--- src/sv/pamt_pkg.sv ---
package pamt_pkg;

  localparam int VAL_W   = 48;
  localparam int POS_W   = 10;
  localparam int FUNC_W  = 2;
  localparam int DATA_W  = 32;
  localparam int PADDR_W = 3;

  typedef logic signed [VAL_W-1:0] val_t;
  typedef logic [POS_W-1:0]        pos_t;
  typedef logic [FUNC_W-1:0]       func_t;

  // operation codes carried in func
  localparam func_t FUNC_CHMAX = 2'd0;
  localparam func_t FUNC_ADD   = 2'd1;
  localparam func_t FUNC_QUERY = 2'd2;
  localparam func_t FUNC_NOP   = 2'd3;

  // register map, indexed by word address
  localparam logic [PADDR_W-3:0] REG_LAST_INDEX = '0;
  localparam pos_t               LAST_INDEX_RST = 10'd1023;

  localparam val_t VAL_MAX = {1'b0, {(VAL_W-1){1'b1}}};
  localparam val_t VAL_MIN = {1'b1, {(VAL_W-1){1'b0}}};

  // one tree node: subtree maximum and pending add tag
  typedef struct packed {
    val_t mx;
    val_t pend;
  } node_t;

  typedef enum logic {
    ALU_TAG,
    ALU_MAX
  } alu_op_t;

  typedef struct packed {
    alu_op_t op;
    node_t   node;
    val_t    arg;
  } alu_req_t;

endpackage

--- src/sv/pamt_alu.sv ---
module pamt_alu (
  input  pamt_pkg::alu_req_t req,
  output pamt_pkg::node_t    res
);
  import pamt_pkg::*;

  function automatic val_t sat_add(input val_t a, input val_t b);
    logic signed [VAL_W:0] s;
    begin
      s = {a[VAL_W-1], a} + {b[VAL_W-1], b};
      if (s[VAL_W] != s[VAL_W-1]) begin
        sat_add = s[VAL_W] ? VAL_MIN : VAL_MAX;
      end else begin
        sat_add = s[VAL_W-1:0];
      end
    end
  endfunction

  // tag: add arg to both fields with saturation; max: raise mx to arg
  always_comb begin
    unique case (req.op)
      ALU_TAG: begin
        res.mx   = sat_add(req.node.mx, req.arg);
        res.pend = sat_add(req.node.pend, req.arg);
      end
      ALU_MAX: begin
        res.mx   = (req.arg > req.node.mx) ? req.arg : req.node.mx;
        res.pend = req.node.pend;
      end
      default: begin
        res = req.node;
      end
    endcase
  end

endmodule

--- config.mk ---
export PLATFORM = sky130hd
export DESIGN_NAME = pamt_alu
export DESIGN_NICKNAME = d
export VERILOG_FILES = /design/src/sv/pamt_pkg.sv /design/src/sv/pamt_alu.sv
export SDC_FILE = /design/constraint.sdc
export NUM_CORES = 1
export LEC_CHECK = 0
export ABC_CLOCK_PERIOD_IN_PS = 4500
export BUFFER_PORTS_ARGS = -buffer_cell sky130_fd_sc_hd__buf_2
export CORE_ASPECT_RATIO = 0.9
export CORE_MARGIN = 2
export CORE_UTILIZATION = 35
export DETAILED_ROUTE_END_ITERATION = 6
export GPL_TIMING_DRIVEN = 1
export PLACE_DENSITY = 0.62
export REMOVE_ABC_BUFFERS = 1
export SYNTH_ARGS = -nofsm -noshare
export SYNTH_HDL_FRONTEND = slang
export SYNTH_SLANG_ARGS = --single-unit
--- constraint.sdc ---
create_clock -name vclk -period 4.5
set_input_delay 0 -clock vclk [all_inputs]
set_output_delay 0 -clock vclk [all_outputs]
set_load 0.05 [all_outputs]
==> qor.csv <==
stage,metric,value,unit
grt,initial antenna violation count,11,
worst_setup_path,Worst Path Arrival,4320,ps
timing,Final setup viols,0,
worst_setup_path,WP data required,4500,ps
grt,largest net degree at the start of global routing,54,
floorplanning,initial core utilization,35.7,%
timing,worst rel slew slack,48.0,%
worst_setup_path,Startpoint Class,primary input,
timing,final setup margin,180,ps
worst_setup_path,endpoint class of the critical path,primary output,
yosys,syn avg cell area,6.60,um2
placed_design,Placer Congestion,0.947,
layout,area delta synth->final,18.9,%
layout,Layout Cells excl Fill,1914,
layout,Nets,1857,
timing,Pins Over Slew Limit,0,
timing,Final Hold Vio Count,0,
worst_setup_path,crit path max fanout,26,
yosys,sequential-to-total area share from yosys stat,0,%
placed_design,Setup WS pre-CTS,19.4,ps
grt,met2 GRT Util,40.4,%
timing,fmax,0.231,GHz
layout,FF/Latch Area,0,um2
power_and_ir_drop,Pwr Density,245,nW/um2
worst_setup_path,max incr delay on CP,400,ps
grt,grt total ovfl,0,
worst_hold_path,worst min-delay path category,in2out,
route,DRT iter0 DRCs,900,
yosys,post-synth cell types,84,
route,total number of vias,10939,
timing,fin crit share,96.0,%
route,detailed-route DRC error count,0,
route,ANT nets after route,0,
timing,Worst Max-Slew Pin Slew,774,ps
yosys,dominant cells by area after synthesis,"ha_1, a21oi_1, xnor2_1, inv_1, nand2_1",
worst_setup_path,crit-path leading delay family,compound AO/OA/AOI/OAI gates,
timing,setup TNS,0,ps
route,DRT Wirelength,36.0,mm
placed_design,# port buffers,241,
cts,"Hold-fix buffers, CTS",0,
layout,Seq Cell Count,0,
yosys,top-area cell type share of the netlist area,20.3,%
yosys,"count leader, synth",a21oi_1,
run,max cap viols,0,
grt,most used routing layer,met2,
grt,Total GRT Usage,25.0,%
floorplanning,die area,27000,um2
grt,vias in the first global route,10174,
layout,share of layout cells above drive strength 1,20.4,%
grt,met1 usage,35.5,%
status,outcome,"complete, no violations",
power_and_ir_drop,Peak supply drop,179,uV
grt,met3 global-route usage,2.10,%
layout,clkbuf count,0,
power_and_ir_drop,total power,2.62,mW
route,vias per cell,5.72,
worst_setup_path,CP max stage cell,or3_1,
floorplanning,Die Y-Extent,156,um
placed_design,Post-Place Cells,1904,
floorplanning,total core area,25200,um2
cts,Post-CTS Setup Bufs,0,
yosys,Post-Synthesis Cells,1363,
route,average wire per standard cell,18.8,um
timing,minimum clock period,4320,ps
worst_setup_path,"critical path, cell by cell",buf_2 > ha_1 > and4_1 > a21o_1 > or3_1 > a31o_2 > a211oi_1 > o31a_1 > o221ai_1 > a21oi_2 > xnor2_1 > ha_1 > clkinv_1 > or3_1 > o22ai_2 > buf_12 > nor2_2 > a2bb2oi_1 > buf_4,
power_and_ir_drop,leakage,5.15,nW
floorplanning,# rows,55,
grt,first-pass GRT wire length,55.2,mm
route,drt first pass iters,5,
yosys,"area leader, netlist",ha_1,
worst_setup_path,Setup CP Type,in2out,
timing,RSZ-0062 raised after global routing,true,
floorplanning,die width,173,um
yosys,most frequent cells after synthesis,"a21oi_1, ha_1, inv_1, nand2_1, nor2_1",
worst_setup_path,Crit path buffers/inverters,4,
yosys,"Cell Area, Synth",9000,um2
placed_design,hpwl dp,29.6,mm
floorplanning,io pins,241,
yosys,Synth Warn #,0,
## repair_timing
| action | CTS | global route |
|---|---|---|
| setup endpoints to repair | 2 | 43 |
| gates resized for setup | 1 | 23 |
| pin swaps | 0 | 0 |
## routing by layer
metal / routed length (um) / vias to the layer above
met1: 16700 / 5054
met5: 13 / -
met4: 1130 / 2
li1: - / 5398
met2: 15700 / 423
met3: 2390 / 62
## final timing paths
check,start,to,slack (ps),depth (start not counted)
hold / removal,req[53],res[5],400,4
setup / recovery,req[7],res[31],180,19
## layout by cell type (no fill, tap or decap), types with 8 or more instances in the layout
master	synthesis	final
buf_2	19	226
a21oi_1	156	154
ha_1	146	146
inv_1	132	132
nand2_1	109	109
nor2_1	93	92
o21ai_0	78	78
xnor2_1	61	61
a21o_1	34	34
buf_4	5	34
nand3_1	27	27
nor3_1	27	27
nand4_1	26	26
a211oi_1	26	26
o31ai_1	25	25
o211ai_1	22	22
o21bai_1	21	21
a22oi_1	20	20
mux2i_1	20	20
nor4_1	19	19
o21ai_1	19	19
xor2_1	19	19
nor2b_1	16	16
nand2b_1	12	12
a31oi_1	11	11
or3_1	11	11
mux2_2	11	11
diode_2	0	10
o22ai_1	10	10
clkbuf_4	0	10
and3_1	9	9
a211o_1	8	8
## layout make-up
class / instances / area, um2
Tap cell: 342 / 428
Antenna cell: 10 / 25.0
Fill cell: 2729 / 14500
Multi-Input combinational cell: 1151 / 8180
Inverter: 136 / 510
Timing Repair Buffer: 275 / 1560
## power breakdown
group	total [mW]	leakage (nW)	internal, mW	switching (mW)
sequential	0	0	0	0
clock	0.000000297	0.0000634	0.000000297	0
combinational	2.62	5.15	0.823	1.80
## kinds of logic after synthesis
group	Yosys count	synth area share, %
compound gates	514	37.8
buf+inv	212	9.40
fa+ha+maj	148	20.8
mux	34	4.01
simple gates	375	20.2
xor+xnor	80	7.79
## per-stage QoR
stage / hold slack (ps) / utilization, % / instance area, um2
after floorplan: 267 / - / 8660
after global placement: 405 / 42.1 / 10600
after detailed placement: 404 / 42.1 / 10600
after CTS: 405 / 42.1 / 10600
after global routing: 423 / 42.5 / 10700
final: 405 / 42.5 / 10700
(Power assumes the default switching activity.)
